[src/hw/rtl/fpa_pkg.sv]
// Package with shared types, action codes and constants of the fixed-point ALU.
`default_nettype none
package fpa_pkg;
  localparam int FRAC_BITS = 8;
  localparam int DATA_W = 32;
  localparam int NUM_W = DATA_W + FRAC_BITS;
  localparam int DIV_STEPS = NUM_W;
  localparam int STAGES = DIV_STEPS + 3;

  localparam logic [3:0] ACT_ADD = 4'd0;
  localparam logic [3:0] ACT_SUB = 4'd1;
  localparam logic [3:0] ACT_MUL = 4'd2;
  localparam logic [3:0] ACT_DIV = 4'd3;
  localparam logic [3:0] ACT_GT = 4'd4;
  localparam logic [3:0] ACT_LT = 4'd5;
  localparam logic [3:0] ACT_GE = 4'd6;
  localparam logic [3:0] ACT_LE = 4'd7;
  localparam logic [3:0] ACT_EQ = 4'd8;
  localparam logic [3:0] ACT_NE = 4'd9;
  localparam logic [3:0] ACT_MIN = 4'd10;
  localparam logic [3:0] ACT_MAX = 4'd11;
  localparam logic [3:0] ACT_INC = 4'd12;
  localparam logic [3:0] ACT_DEC = 4'd13;
  localparam logic [3:0] ACT_FROM_INT = 4'd14;
  localparam logic [3:0] ACT_TO_INT = 4'd15;

  typedef struct packed {
    logic [3:0] action;
    logic [DATA_W-1:0] simple;
    logic compare_true;
    logic is_div;
    logic is_mul;
    logic div_zero;
    logic neg;
  } ctl_t;

  typedef struct packed {
    logic [DATA_W-1:0] result_value;
    logic compare_true;
    logic divide_error;
  } res_t;
endpackage
`default_nettype wire

[src/hw/rtl/fpa_front.sv]
// Input decode stage: simple actions, comparisons and operand magnitudes.
`default_nettype none
module fpa_front (
  input wire logic clk,
  input wire logic en,
  input wire logic [3:0] action,
  input wire logic signed [fpa_pkg::DATA_W-1:0] operand_a,
  input wire logic signed [fpa_pkg::DATA_W-1:0] operand_b,
  output fpa_pkg::ctl_t ctl,
  output logic [fpa_pkg::DATA_W-1:0] mag_a,
  output logic [fpa_pkg::DATA_W-1:0] mag_b
);
  fpa_pkg::ctl_t ctl_next;
  logic lt;
  logic eq;

  always_comb begin
    lt = operand_a < operand_b;
    eq = operand_a == operand_b;
    ctl_next = '0;
    ctl_next.action = action;
    ctl_next.is_div = action == fpa_pkg::ACT_DIV;
    ctl_next.is_mul = action == fpa_pkg::ACT_MUL;
    ctl_next.div_zero = operand_b == '0;
    ctl_next.neg = operand_a[fpa_pkg::DATA_W-1] ^ operand_b[fpa_pkg::DATA_W-1];
    case (action)
      fpa_pkg::ACT_ADD: ctl_next.simple = operand_a + operand_b;
      fpa_pkg::ACT_SUB: ctl_next.simple = operand_a - operand_b;
      fpa_pkg::ACT_GT: ctl_next.compare_true = !lt && !eq;
      fpa_pkg::ACT_LT: ctl_next.compare_true = lt;
      fpa_pkg::ACT_GE: ctl_next.compare_true = !lt;
      fpa_pkg::ACT_LE: ctl_next.compare_true = lt || eq;
      fpa_pkg::ACT_EQ: ctl_next.compare_true = eq;
      fpa_pkg::ACT_NE: ctl_next.compare_true = !eq;
      fpa_pkg::ACT_MIN: ctl_next.simple = lt ? operand_a : operand_b;
      fpa_pkg::ACT_MAX: ctl_next.simple = (!lt && !eq) ? operand_a : operand_b;
      fpa_pkg::ACT_INC: ctl_next.simple = operand_a + {{(fpa_pkg::DATA_W-1){1'b0}}, 1'b1};
      fpa_pkg::ACT_DEC: ctl_next.simple = operand_a - {{(fpa_pkg::DATA_W-1){1'b0}}, 1'b1};
      fpa_pkg::ACT_FROM_INT: ctl_next.simple = operand_a <<< fpa_pkg::FRAC_BITS;
      fpa_pkg::ACT_TO_INT: ctl_next.simple = operand_a >>> fpa_pkg::FRAC_BITS;
      default: ctl_next.simple = '0;
    endcase
  end

  always_ff @(posedge clk) begin
    if (en) begin
      ctl <= ctl_next;
      mag_a <= operand_a[fpa_pkg::DATA_W-1] ? -operand_a : operand_a;
      mag_b <= operand_b[fpa_pkg::DATA_W-1] ? -operand_b : operand_b;
    end
  end
endmodule
`default_nettype wire

[config.mk]
export PLATFORM = sky130hd
export DESIGN_NAME = fpa_front
export DESIGN_NICKNAME = d
export VERILOG_FILES = /design/src/hw/rtl/fpa_pkg.sv /design/src/hw/rtl/fpa_front.sv
export SDC_FILE = /design/constraint.sdc
export NUM_CORES = 1
export LEC_CHECK = 0
export ABC_CLOCK_PERIOD_IN_PS = 5000
export BUFFER_PORTS_ARGS = -buffer_cell sky130_fd_sc_hd__buf_2
export CAP_MARGIN = 20
export CORE_UTILIZATION = 53
export DETAILED_ROUTE_END_ITERATION = 6
export HOLD_SLACK_MARGIN = 0.06
export PLACE_DENSITY_LB_ADDON = 0.15
export SYNTH_ARGS = -nofsm -noshare
export SYNTH_HDL_FRONTEND = slang
export SYNTH_SLANG_ARGS = --single-unit
export TNS_END_PERCENT = 5
[constraint.sdc]
create_clock -name clk -period 5 [get_ports clk]
set_input_delay 1.25 -clock clk [delete_from_list [all_inputs] [get_ports clk]]
set_output_delay 1.25 -clock clk [all_outputs]
set_load 0.02 [all_outputs]
# == After elaboration in Yosys (flattened, before gate mapping) ==
# Index checks and enable logic that the tools add are counted.
# totals
ff_bits,105
in_bits,70
out_inout_bits,105
wordCells,47
# classes
addsub,6
magnitude_cmp,1
eq_ne,16
muxes,6
bitwise_logic,1
n_reduce_logical,6
# op_table
op,n
one-hot mux 32 bit (8 select lines),1
two-way mux 32 bit,2
negation 32 bit,2
two-way mux 31 bit,2
"adder 32 x 1 -> 32 bit, second input constant",1
adder 32 bit,1
equality test 32 bit,1
"equality test 4 bit, second input constant",8
zero test 32 bit,1
less-than comparator 32 bit,1
"subtractor 32 x 1 -> 32 bit, second input constant",1
subtractor 32 bit,1
"equality test 4 x 3 -> 1 bit, second input constant",4
"equality test 4 x 2 -> 1 bit, second input constant",2
one-hot mux 1 bit (6 select lines),1
"equality test 4 x 1 -> 1 bit, second input constant",1
zero test 4 bit,1
zero test 1 bit,2
logical AND 1 bit,1
logical OR 1 bit,1
XOR 1 bit,1

# == Longest topological paths before layout ==
# depth
depth_word,5
ltp_mapped,15
mapped_depth_nobuf,12

# == Worst setup path before layout ==
# Ideal clock, no wire load.
# synth_path
kind,input to register
start,input port action[2]
end,"register ctl[29] in the netlist's numbering, data pin"
t_arrival_ps,4667
path_slack_ps,60
path_stages,15
path_cell_list,clkbuf_1 > and4b_1 > clkbuf_1 > buf_1 > xnor2_1 > ha_1 > nor4_1 > or3_1 > a22oi_1 > a211oi_1 > or4b_2 > o31ai_1 > xor2_1 > a221oi_1 > o211ai_1
# synth_rtl
element,line,source
from (decl),fpa_front.sv:6,"input wire logic [3:0] action,"
to (signal assigned),fpa_front.sv:47,ctl <= ctl_next;
to (decl),fpa_front.sv:9,"output fpa_pkg::ctl_t ctl,"

==> results.cfg <==
[worst_setup_path]
start_kind = input port
crit_path_max_fanout = 11
arrival_ns = 4.60
critPathCaptureType = register
required_ns = 5.09
path_class = in -> reg

[logic_synthesis]
synth_warnings = 0
yosysSeqAreaShare = 0.294
yosysTopAreaCell = edfxtp_1
ys_types = 75
ys_top_cells_by_count = nand2_1, edfxtp_1, o21ai_0
syn_nets = 1446
synthTopCellsByArea = edfxtp_1, xnor2_1, ha_1
synth-edff-count = 105
synth_area_per_cell_um2 = 8.20
async_flop_share = 0
netlist_area_um2 = 10700
syn_inst = 1308
synth_ff_type = edfxtp_1
yosysMostFrequentCell = nand2_1
synth_top_area_frac = 0.294
synth_seq_cells = 105

[sta]
whs_ns = 1.20
final.setup.tns_ns = 0
min_period_ns = 4.50
max_freq_ghz = 0.222
fin_crit_sh = 0.901
final_hold_viol_count = 0
rsz0062_at_grt = no
slew_viol_final = 0
slew-limit-headroom = 0.411
setup_viol = 0
timing.final.ws_setup_ns = 0.497
tightest_slew_ns = 0.881

[global_route]
grt_pass1_wl_mm = 60.8
grt_max_degree = 59
antenna_found_initial = 1
track_usage = 0.387
grt_pass1_vias = 10700
globalRouteOverflowTotal = 0

[detailed_routing]
dr.pass1.iters = 6
post_drt_wl_per_cell_um = 22.9
wl_met3_mm = 3.86
wl_met2_mm = 18.1
viasPerCell = 6.60
vias = 11500
ant_nets = 0
finalWirelength_mm = 40.0
topRoutingLayerUsed = met5
drt_iter0_markers = 1427
post-route-drc-count = 0
met1_length_mm = 16.3

[worst_hold_path]
holdCritPathClass = in -> reg

[floorplan]
die-width_um = 144
dieArea_um2 = 20800
initial_core_util = 0.546
fp-row-count = 51
pin_count = 175
core_area_um2 = 19700
die_h_um = 144

[placement]
place_congestion = 1.04
dp_slack_ns = 0.244
post-dp-hpwl_mm = 30.1
port_buffers = 174

[clocking]
cts_hold_repair.buffers = 0
cts_tree = built
cts-resized-gates = 0
clock-sinks = 105
cts_setup_buffers = 0
numCtsBuffers = 9
cts_max_level = 3
cts_root_buf = clkbuf_16
clkTransAtPathRegs_ns = 0.09
cts_buffer_depth = 2

[layout]
nNetsFinal = 1614
fillers = 1731
seqCellArea_um2 = 3150
drive_gt1_frac = 0.201
multi_input_area_um2 = 6950
synthToLayoutAreaGrowth_pct = 16.6
final_util = 0.636
antenna_cells = 0

[flow_run]
max-cap-violations = 0

[outcome]
status = finished clean

[pwr]
p_leak_nw = 5.00
power_mw = 2.99
peakVddDrop_mv = 0.171
p_per_area_nw_per_um2 = 239
[cell usage in the layout, fill, tap and decap left out, types with 9 or more instances in the layout]
cell type / instances
buf_2: 173
nand2_1: 114
edfxtp_1: 105
o21ai_0: 101
xnor2_1: 100
nor2_1: 99
a21oi_1: 85
buf_4: 81
inv_1: 72
ha_1: 66
nand4_1: 33
nand3_1: 31
o31ai_1: 30
nor3_1: 25
nor4_1: 21
a222oi_1: 18
a31oi_1: 17
a211oi_1: 16
nor2b_1: 15
a21o_1: 15
a22oi_1: 15
or4_1: 13
or3_1: 13
o211ai_1: 13
xor2_1: 13
a221oi_1: 12
nand2b_1: 11
and3_1: 10
a221o_1: 10
mux2i_1: 10
or2_2: 9
clkbuf_16: 9
[final timing paths]
| kind | start | end | slack (ns) | cells after the start |
|---|---|---|---|---|
| hold / removal | operand_b[0] | mag_b[0] | 1.20 | 1 |
| setup / recovery | operand_b[18] | ctl[20] | 0.50 | 13 |
[worst max-delay path, cell delays in order]
cell      delay, ns
buf_2          0.16
inv_1          0.08
ha_1           0.52
nand4_1        0.21
nor4_1         0.44
nand3_1        0.16
a21oi_1        0.42
nor3_1         0.13
a211oi_1       0.43
buf_4          0.26
o21ai_0        0.14
a221oi_1       0.26
o21ai_0        0.12
[cell families after synthesis]
logic type | share of synthesized area
multiplexers | 0.0104
adder cells (fa/ha/maj) | 0.0807
AO/OA/AOI/OAI | 0.259
buffers and inverters | 0.0597
XOR/XNOR | 0.0922
AND/OR/NAND/NOR | 0.205
flip-flops | 0.294
[flip-flops by register name, summed over array words and instances, names as in the netlist]
name,cells
mag_a,32
mag_b,32
ctl,41
[power by group]
group | internal [mW] | switching [mW] | total (mW) | leakage (nW)
clock network | 0.359 | 0.404 | 0.763 | 0.150
logic | 0.392 | 0.727 | 1.12 | 3.83
registers | 1.08 | 0.0242 | 1.11 | 1.02
total | 1.83 | 1.15 | 2.99 | 5.00
[final cells by class]
| class | instances | share of cell area |
|---|---|---|
| multi-input cells | 1033 | 0.556 |
| clock buffers | 9 | 0.0180 |
| flip-flops and latches | 105 | 0.252 |
| well taps | 265 | 0.0265 |
| clock inverters | 7 | 0.00690 |
| inverters | 72 | 0.0216 |
| repair buffers | 255 | 0.119 |
[routing by layer]
layer	vias to the layer above	GRT usage
li1	5264	-
met1	5382	0.516
met2	750	0.612
met3	126	0.0649
met4	2	0.177
met5	-	0
[through the flow]
stage / instances / cell area, um^2
floorplan: 1308 / 10700
global placement: 1730 / 12200
detailed placement: 1730 / 12200
CTS: 1746 / 12500
global route: 1746 / 12500
finish: 1746 / 12500
No activity file was read; power rests on OpenSTA's default activity.
