## config.mk

```make
export PLATFORM = sky130hd
export DESIGN_NAME = fpa_final
export DESIGN_NICKNAME = d
export VERILOG_FILES = /design/src/hw/rtl/fpa_pkg.sv /design/src/hw/rtl/fpa_final.sv
export SDC_FILE = /design/constraint.sdc
export NUM_CORES = 1
export LEC_CHECK = 0
export BUFFER_PORTS_ARGS = -buffer_cell sky130_fd_sc_hd__buf_2
export CAP_MARGIN = 40
export CORE_ASPECT_RATIO = 1.25
export CORE_MARGIN = 2
export CORE_UTILIZATION = 50
export DETAILED_ROUTE_END_ITERATION = 8
export PLACE_DENSITY = 0.89
export SLEW_MARGIN = 20
export SYNTH_ARGS = -nofsm -noshare
export SYNTH_HDL_FRONTEND = slang
export SYNTH_SLANG_ARGS = --single-unit
```

## constraint.sdc

```tcl
create_clock -name clk -period 3.5 [get_ports clk]
set_clock_uncertainty 0.1 [all_clocks]
set_input_delay 0.35 -clock clk [delete_from_list [all_inputs] [get_ports clk]]
set_output_delay 0.35 -clock clk [all_outputs]
set_load 0.05 [all_outputs]
```

## src/hw/rtl/fpa_pkg.sv

```systemverilog
// Package with shared types, action codes and constants of the fixed-point ALU.
`default_nettype none
package fpa_pkg;
  localparam int FRAC_BITS = 8;
  localparam int DATA_W = 32;
  localparam int NUM_W = DATA_W + FRAC_BITS;
  localparam int DIV_STEPS = NUM_W;
  localparam int STAGES = DIV_STEPS + 3;

  localparam logic [3:0] ACT_ADD = 4'd0;
  localparam logic [3:0] ACT_SUB = 4'd1;
  localparam logic [3:0] ACT_MUL = 4'd2;
  localparam logic [3:0] ACT_DIV = 4'd3;
  localparam logic [3:0] ACT_GT = 4'd4;
  localparam logic [3:0] ACT_LT = 4'd5;
  localparam logic [3:0] ACT_GE = 4'd6;
  localparam logic [3:0] ACT_LE = 4'd7;
  localparam logic [3:0] ACT_EQ = 4'd8;
  localparam logic [3:0] ACT_NE = 4'd9;
  localparam logic [3:0] ACT_MIN = 4'd10;
  localparam logic [3:0] ACT_MAX = 4'd11;
  localparam logic [3:0] ACT_INC = 4'd12;
  localparam logic [3:0] ACT_DEC = 4'd13;
  localparam logic [3:0] ACT_FROM_INT = 4'd14;
  localparam logic [3:0] ACT_TO_INT = 4'd15;

  typedef struct packed {
    logic [3:0] action;
    logic [DATA_W-1:0] simple;
    logic compare_true;
    logic is_div;
    logic is_mul;
    logic div_zero;
    logic neg;
  } ctl_t;

  typedef struct packed {
    logic [DATA_W-1:0] result_value;
    logic compare_true;
    logic divide_error;
  } res_t;
endpackage
`default_nettype wire

```

## src/hw/rtl/fpa_final.sv

```systemverilog
// Final stage: sign fix-up of multiply and divide and result selection.
`default_nettype none
module fpa_final (
  input wire logic clk,
  input wire logic en,
  input wire fpa_pkg::ctl_t ctl,
  input wire logic [fpa_pkg::NUM_W-1:0] quot,
  input wire logic [2*fpa_pkg::DATA_W-1:0] prod,
  output fpa_pkg::res_t res
);
  localparam int W = fpa_pkg::DATA_W;
  fpa_pkg::res_t res_next;
  logic [W-1:0] mq;
  logic [W-1:0] dq;

  always_comb begin
    mq = prod[fpa_pkg::FRAC_BITS +: W];
    dq = quot[W-1:0];
    res_next = '0;
    res_next.compare_true = ctl.compare_true;
    if (ctl.is_mul) begin
      res_next.result_value = ctl.neg ? -mq : mq;
    end else if (ctl.is_div) begin
      res_next.divide_error = ctl.div_zero;
      res_next.result_value = ctl.div_zero ? '0 : (ctl.neg ? -dq : dq);
    end else begin
      res_next.result_value = ctl.simple;
    end
  end

  always_ff @(posedge clk) begin
    if (en) begin
      res <= res_next;
    end
  end
endmodule
`default_nettype wire

```

# After elaboration in Yosys (flattened, before gate mapping)

Index checks and enable logic that the tools add are counted.

Logic and storage cells: 12
Memory bits (read-only): 0
Memory bits (writable): 0
Bits in registers: 34
Output and inout port bits: 34
Memories: 0
Latch bits: 0

Multiplexer cells: 5
$lt $le $gt $ge: 0
Eq/ne operators: 0
Multiply operators: 0
Shift-type cells: 0
Reduce and logical (&&, ||, !) cells: 1
Bitwise logic cells: 1
$add $sub $neg: 2
Div/mod/pow operators: 0

Operators by type and width:

| operator           | number |
|---|---|
| 32-bit two-way mux | 5 |
| 32-bit negator     | 2 |
| 2-bit OR reduction | 1 |
| 1-bit inverter     | 1 |

# Logic depth before layout (Yosys ltp)

Gate-level depths: netlist of run 1.

Depth after elaboration: 5
Gate-level depth with buffers: 8
Gate-level depth less buffers: 7

# Least setup slack after synthesis of run 1

Ideal clock, no wire load.

Path kind: input to register
Start: input prod[12] (netlist bit)
End: register res[30] (netlist bit), data pin
Required time: 3.124 ns
Stages: 5
Slack: 1.090 ns
Library setup time: 0.276 ns
Buffers on the path: 0
Arrival: 2.034 ns
Cells stage by stage: or4_4 > or4_4 > o41ai_4 > xor2_1 > a22oi_1

RTL lines:

| what                 | line            | source |
|---|---|---|
| from (decl)          | fpa_final.sv:8  | `input wire logic [2*fpa_pkg::DATA_W-1:0] prod,` |
| to (signal assigned) | fpa_final.sv:33 | `res <= res_next;` |
| to (decl)            | fpa_final.sv:9  | `output fpa_pkg::res_t res` |

==> flow_metrics.py, run 1 <==
metrics = {
    "power": {
        "p_per_area_nw_per_um2": 346,
        "leakage_uw": 0.00169,
        "ir_drop_v": 0.000255,
        "total_power_uw": 1490,
    },
    "floorplanning": {
        "initial_utilization": 0.522,
        "placementRows": 33,
        "fp.dieArea_sq_um": 7620,
        "die_w_um": 78.5,
        "io_pins": 181,
        "core-area_sq_um": 6650,
        "die_h_um": 97.1,
    },
    "clocking": {
        "cts_resized": 0,
        "cts_buffers": 5,
        "cts_tree": "yes",
        "cts_buffer_depth": 2,
        "cts_max_level": 2,
        "post-cts-setup-buffer-count": 0,
        "path_clk_slew_ns": 0.08,
        "cts-root-buf": "clkbuf_8",
        "clkSinkCount": 34,
        "hold_buffers": 0,
    },
    "synth": {
        "yosys_warnings": 0,
        "ys_types": 62,
        "synth_area_leaders": "edfxtp_1 29%, xor2_1 5.8%, xnor2_1 4.5%, a21oi_1 4.2%, nor3_1 3.0%",
        "synth_most_common_cell": "edfxtp_1",
        "synth_enable_flop_cells": 34,
        "ys_async_sr_fraction": 0,
        "synth_area_sq_um": 3470,
        "synth-seq-area-share": 0.294,
        "synth.largest_area_cell": "edfxtp_1",
        "ys_ff_latch": 34,
        "avgSynthCellArea_sq_um": 8.83,
        "synth_common_cells": "34 x edfxtp_1, 29 x a21oi_1, 23 x xor2_1",
        "synth_ff_type": "edfxtp_1",
        "synth_nets": 542,
        "postSynthCellCount": 393,
        "synth_top_cell_area_share": 0.294,
    },
    "timing": {
        "slew_headroom": 0.458,
        "tightest_slew_ns": 0.809,
        "tns_ns": 0,
        "hold_violations": 0,
        "finalMaxSlewViolations": 0,
        "final-setup-viol-count": 0,
        "fin_crit_sh": 0.777,
        "max_freq_mhz": 368,
        "rsz0062_at_grt": "false",
        "period_needed_ns": 2.72,
    },
    "placement": {
        "placed_area_sq_um": 4170,
        "place_congestion": 0.949,
        "dpl.hpwl_um": 7900,
        "portBuffers": 136,
    },
    "cells_and_area": {
        "largest_register": "res",
        "fin_util": 0.647,
        "num_antenna_cells": 0,
        "multiInputGateArea_sq_um": 2280,
        "largest_reg_flops": 34,
        "reg_top3": "res (34)",
        "fin_nets": 659,
        "area_growth_pct": 24.1,
        "nFillCells": 568,
        "seq_area_sq_um": 1020,
        "final_layout_size_suffix_gt1_frac": 0.346,
        "fin_area_sq_um": 4300,
    },
    "critical_path": {
        "worstSetupStartpointType": "primary input",
        "cp.required_ns": 3.50,
        "crit_type": "in2reg",
        "cp.arrival_ns": 2.72,
        "path_max_fanout": 11,
        "end_kind": "flop",
    },
    "run_status": {
        "status": "finished, final reports clean",
    },
    "global_route": {
        "grt_pass1_vias": 3414,
        "grt_pass1_wl_um": 16900,
        "antenna_found_initial": 0,
        "grt_use_total": 0.276,
        "grt_max_degree": 45,
        "grt-ovfl-total": 0,
    },
    "route": {
        "dr.pass1.iters": 7,
        "vias": 3832,
        "drc": 0,
        "drt_iter0_drc": 497,
        "post_drt_wl_per_cell_um": 17.6,
        "vias_per_cell": 6.41,
        "finalWirelength_um": 10500,
        "postRouteAntennaNets": 0,
    },
    "worst_hold_path": {
        "hold_class": "in2reg",
    },
    "flow_run": {
        "drv_cap": 0,
    },
}
[cell usage in the layout (no fill, tap or decap), drive strengths merged, types with 8 or more instances in the layout]
master	Yosys	layout
or4	10	10
edfxtp	34	34
o41ai	13	13
mux2i	10	10
nor2	15	15
nand2	18	18
o21ai	13	13
xnor2	18	18
nor2b	9	9
buf	12	141
a221oi	12	12
or3	13	13
inv	10	10
o31ai	14	14
xor2	23	23
nand3	8	8
a22oi	8	8
nor4	16	16
nor3	22	22
a21oi	29	29
[worst paths after layout]
path | start | to | slack, ns | cells past startpoint
max | quot[1] | res[26] | 0.78 | 8
min | ctl[4] | res[1] | 0.13 | 1
[critical path: stages]
cell and delay (ns):
buf_2 0.10, inv_1 0.07, ha_1 0.18, or3b_2 0.54, nor4_4 0.60, nand3_1 0.15
mux2_1 0.35, a2111oi_2 0.37
[power by group]
part | internal, uW | leakage [uW] | switching (uW)
clock network | 286 | 0.0000683 | 164
registers | 502 | 0.000332 | 10.0
logic | 167 | 0.00129 | 362
[per-layer routing]
metal / share of wire / track usage
met5: 0 / 0
met4: 0.032 / 0.0985
met3: 0.095 / 0.0297
met2: 0.48 / 0.457
met1: 0.39 / 0.372
[logic make-up after synthesis]
group | synth area share
AO/OA/AOI/OAI | 0.268
XOR/XNOR | 0.104
multiplexers | 0.0418
adder cells (fa/ha/maj) | 0.00721
buffers and inverters | 0.0487
flip-flops | 0.294
AND/OR/NAND/NOR | 0.236
[final cells by class]
type                            count  area share
Clock buffer                        5      0.0160
Clock inverter                      3      0.0160
Multi-Input combinational cell    318       0.530
Timing Repair Buffer              141       0.167
Inverter                           10     0.00872
Tap cell                           87      0.0253
Sequential cell                    34       0.237
[through the flow]
step / hold slack [ns] / instances / setup slack, ns
after global routing: 0.130 / 598 / 0.660
after floorplan: 0.349 / 393 / 1.09
after detailed placement: 0.428 / 590 / 0.488
after CTS: 0.130 / 598 / 0.798
after global placement: 0.427 / 590 / 0.555
final: 0.129 / 598 / 0.780
(Power assumes the default switching activity.)
==> run 2: changes to the inputs <==
--- a/config.mk
+++ b/config.mk
@@ -9,9 +9,9 @@
 export CAP_MARGIN = 40
 export CORE_ASPECT_RATIO = 1.25
 export CORE_MARGIN = 2
-export CORE_UTILIZATION = 50
+export CORE_UTILIZATION = 42
 export DETAILED_ROUTE_END_ITERATION = 8
-export PLACE_DENSITY = 0.89
+export PLACE_DENSITY = 0.8
 export SLEW_MARGIN = 20
 export SYNTH_ARGS = -nofsm -noshare
 export SYNTH_HDL_FRONTEND = slang
==> constraint.sdc (replaced) <==
create_clock -name clk -period 2.4 [get_ports clk]
set_clock_uncertainty 0.1 [all_clocks]
set_input_delay 0.24 -clock clk [delete_from_list [all_inputs] [get_ports clk]]
set_output_delay 0.24 -clock clk [all_outputs]
set_load 0.05 [all_outputs]
==> run 2 against run 1 <==
Against the previous run:
- wire length increased by 7.3%
- utilization down 7.6 points
- clock power grew 19%
- setup slack worse by 0.65 ns
- critical endpoint unchanged
- largest cell class unchanged
- largest power group unchanged
- highest routed layer unchanged
==> flow_metrics.py, run 2 (same netlist as run 1, synthesis figures left out) <==
metrics = {
    "timing": {
        "fin_crit_sh": 0.948,
        "hold_violations": 0,
        "finalMaxSlewViolations": 0,
        "worst_slack_ns": 0.125,
        "max_freq_mhz": 440,
        "tns_ns": 0,
        "tightest_slew_ns": 0.809,
        "final-setup-viol-count": 0,
        "rsz0062_at_grt": "false",
        "period_needed_ns": 2.27,
        "slew_headroom": 0.461,
    },
    "critical_path": {
        "cp.arrival_ns": 2.20,
        "path_max_fanout": 4,
        "cp.required_ns": 2.33,
        "max_stage_delay_ns": 0.59,
        "worstSetupStartpointType": "primary input",
        "worstPathCellList": "buf_2 > or4_4 > or4_4 > o21ai_0 > xor2_1 > a2111oi_4",
        "end_kind": "flop",
        "crit_type": "in2reg",
        "cp_common_cell": "or4_4",
        "cp_slowest_cell": "or4_4",
    },
    "power": {
        "intPower_uw": 1320,
        "clkPwrFrac": 0.255,
        "p_per_area_nw_per_um2": 452,
        "ir_drop_v": 0.000435,
        "p_switching_uw": 782,
        "p_comb_frac": 0.390,
        "leakage_uw": 0.00190,
        "power_frac_seq": 0.354,
        "switching_share": 0.372,
    },
    "floorplanning": {
        "io_pins": 181,
        "die_w_um": 85.3,
        "initial_utilization": 0.426,
        "placementRows": 37,
        "fp.dieArea_sq_um": 9010,
        "core-area_sq_um": 8150,
        "die_h_um": 106,
    },
    "cells_and_area": {
        "multiInputGateArea_sq_um": 2300,
        "final_common_cell": "buf_2",
        "final_cell_mix": "136 x buf_2, 48 x buf_4, 34 x edfxtp_1",
        "fin_nets": 703,
        "area_growth_pct": 34.2,
        "reg_top3": "res (34)",
        "num_antenna_cells": 0,
        "seq_area_sq_um": 1020,
        "final_layout_size_suffix_gt1_frac": 0.402,
        "largest_register": "res",
        "largest_reg_flops": 34,
        "nFillCells": 740,
    },
    "route": {
        "drt_iter0_drc": 333,
        "vias_per_cell": 6.03,
        "post_drt_wl_per_cell_um": 17.4,
        "postRouteAntennaNets": 0,
        "dr.pass1.iters": 5,
        "drc": 0,
        "vias": 3934,
        "finalWirelength_um": 11300,
    },
    "clocking": {
        "cts_buffers": 5,
        "cts-root-buf": "clkbuf_8",
        "path_clk_slew_ns": 0.08,
        "cts_max_level": 2,
        "cts_tree": "yes",
        "cts_buffer_depth": 2,
        "hold_buffers": 0,
        "clkSinkCount": 34,
    },
    "global_route": {
        "grt_max_degree": 57,
        "antenna_found_initial": 0,
        "grt-ovfl-total": 0,
        "grt_use_total": 0.255,
        "grt_pass1_vias": 3851,
        "grt_pass1_wl_um": 18600,
    },
    "placement": {
        "dpl_worst_slack_ns": -0.225,
        "dpl.hpwl_um": 8830,
        "place_congestion": 0.940,
        "portBuffers": 136,
    },
    "worst_hold_path": {
        "hold_class": "in2reg",
    },
    "run_status": {
        "status": "finished, final reports clean",
    },
    "flow_run": {
        "drv_cap": 0,
    },
}
## run 2: worst paths after layout
| path | startpoint | endpoint | slack (ns) | cells past startpoint |
|---|---|---|---|---|
| max | prod[12] | res[26] | 0.13 | 6 |
| min | ctl[4] | res[1] | 0.02 | 1 |
## run 2: what timing repair did
item,CTS,global route
gates resized for setup,0,3
endpoints found under the setup margin,0,2
buffers inserted,0,0
## run 2: worst max-delay path: cells and delay by family
kind	cells	cell delay [ns]
and+or+nand+nor	2	1.15
AOI/OAI and AO/OA	2	0.36
xor gates and xnor gates	1	0.35
buffers and inverters	1	0.11
## run 2: per-layer routing
layer,track usage,vias up,routed length [um]
met5,0,-,0
met4,0.119,0,371
met3,0.0376,33,810
met2,0.414,184,5510
met1,0.333,1853,4620
li1,-,1864,-
## run 2: cell type report
class                   count  area share
multi-input cells         318       0.494
repair buffers            185       0.228
flip-flops and latches     34       0.219
well taps                  97      0.0261
clock buffers               5      0.0148
clock inverters             3     0.00967
inverters                  10     0.00806
## run 2: power groups by stage
stage | logic (uW) | registers [uW] | clock network, uW
after global routing | 880 | 752 | 569
final | 821 | 746 | 537
after detailed placement | 805 | 760 | 0
after floorplan | 272 | 985 | 0
after CTS | 809 | 746 | 545
after global placement | 787 | 757 | 0
## run 2: through the flow
| stage | power, uW | hold slack [ns] | util | instance area, sq um | instances |
|---|---|---|---|---|---|
| after floorplan | 1260 | 0.239 | - | 3470 | 393 |
| after global placement | 1540 | 0.316 | 0.555 | 4520 | 644 |
| after detailed placement | 1560 | 0.326 | 0.555 | 4520 | 644 |
| after CTS | 2100 | 0.0179 | 0.569 | 4640 | 652 |
| after global routing | 2200 | 0.0170 | 0.571 | 4660 | 652 |
| final | 2100 | 0.0194 | 0.571 | 4660 | 652 |
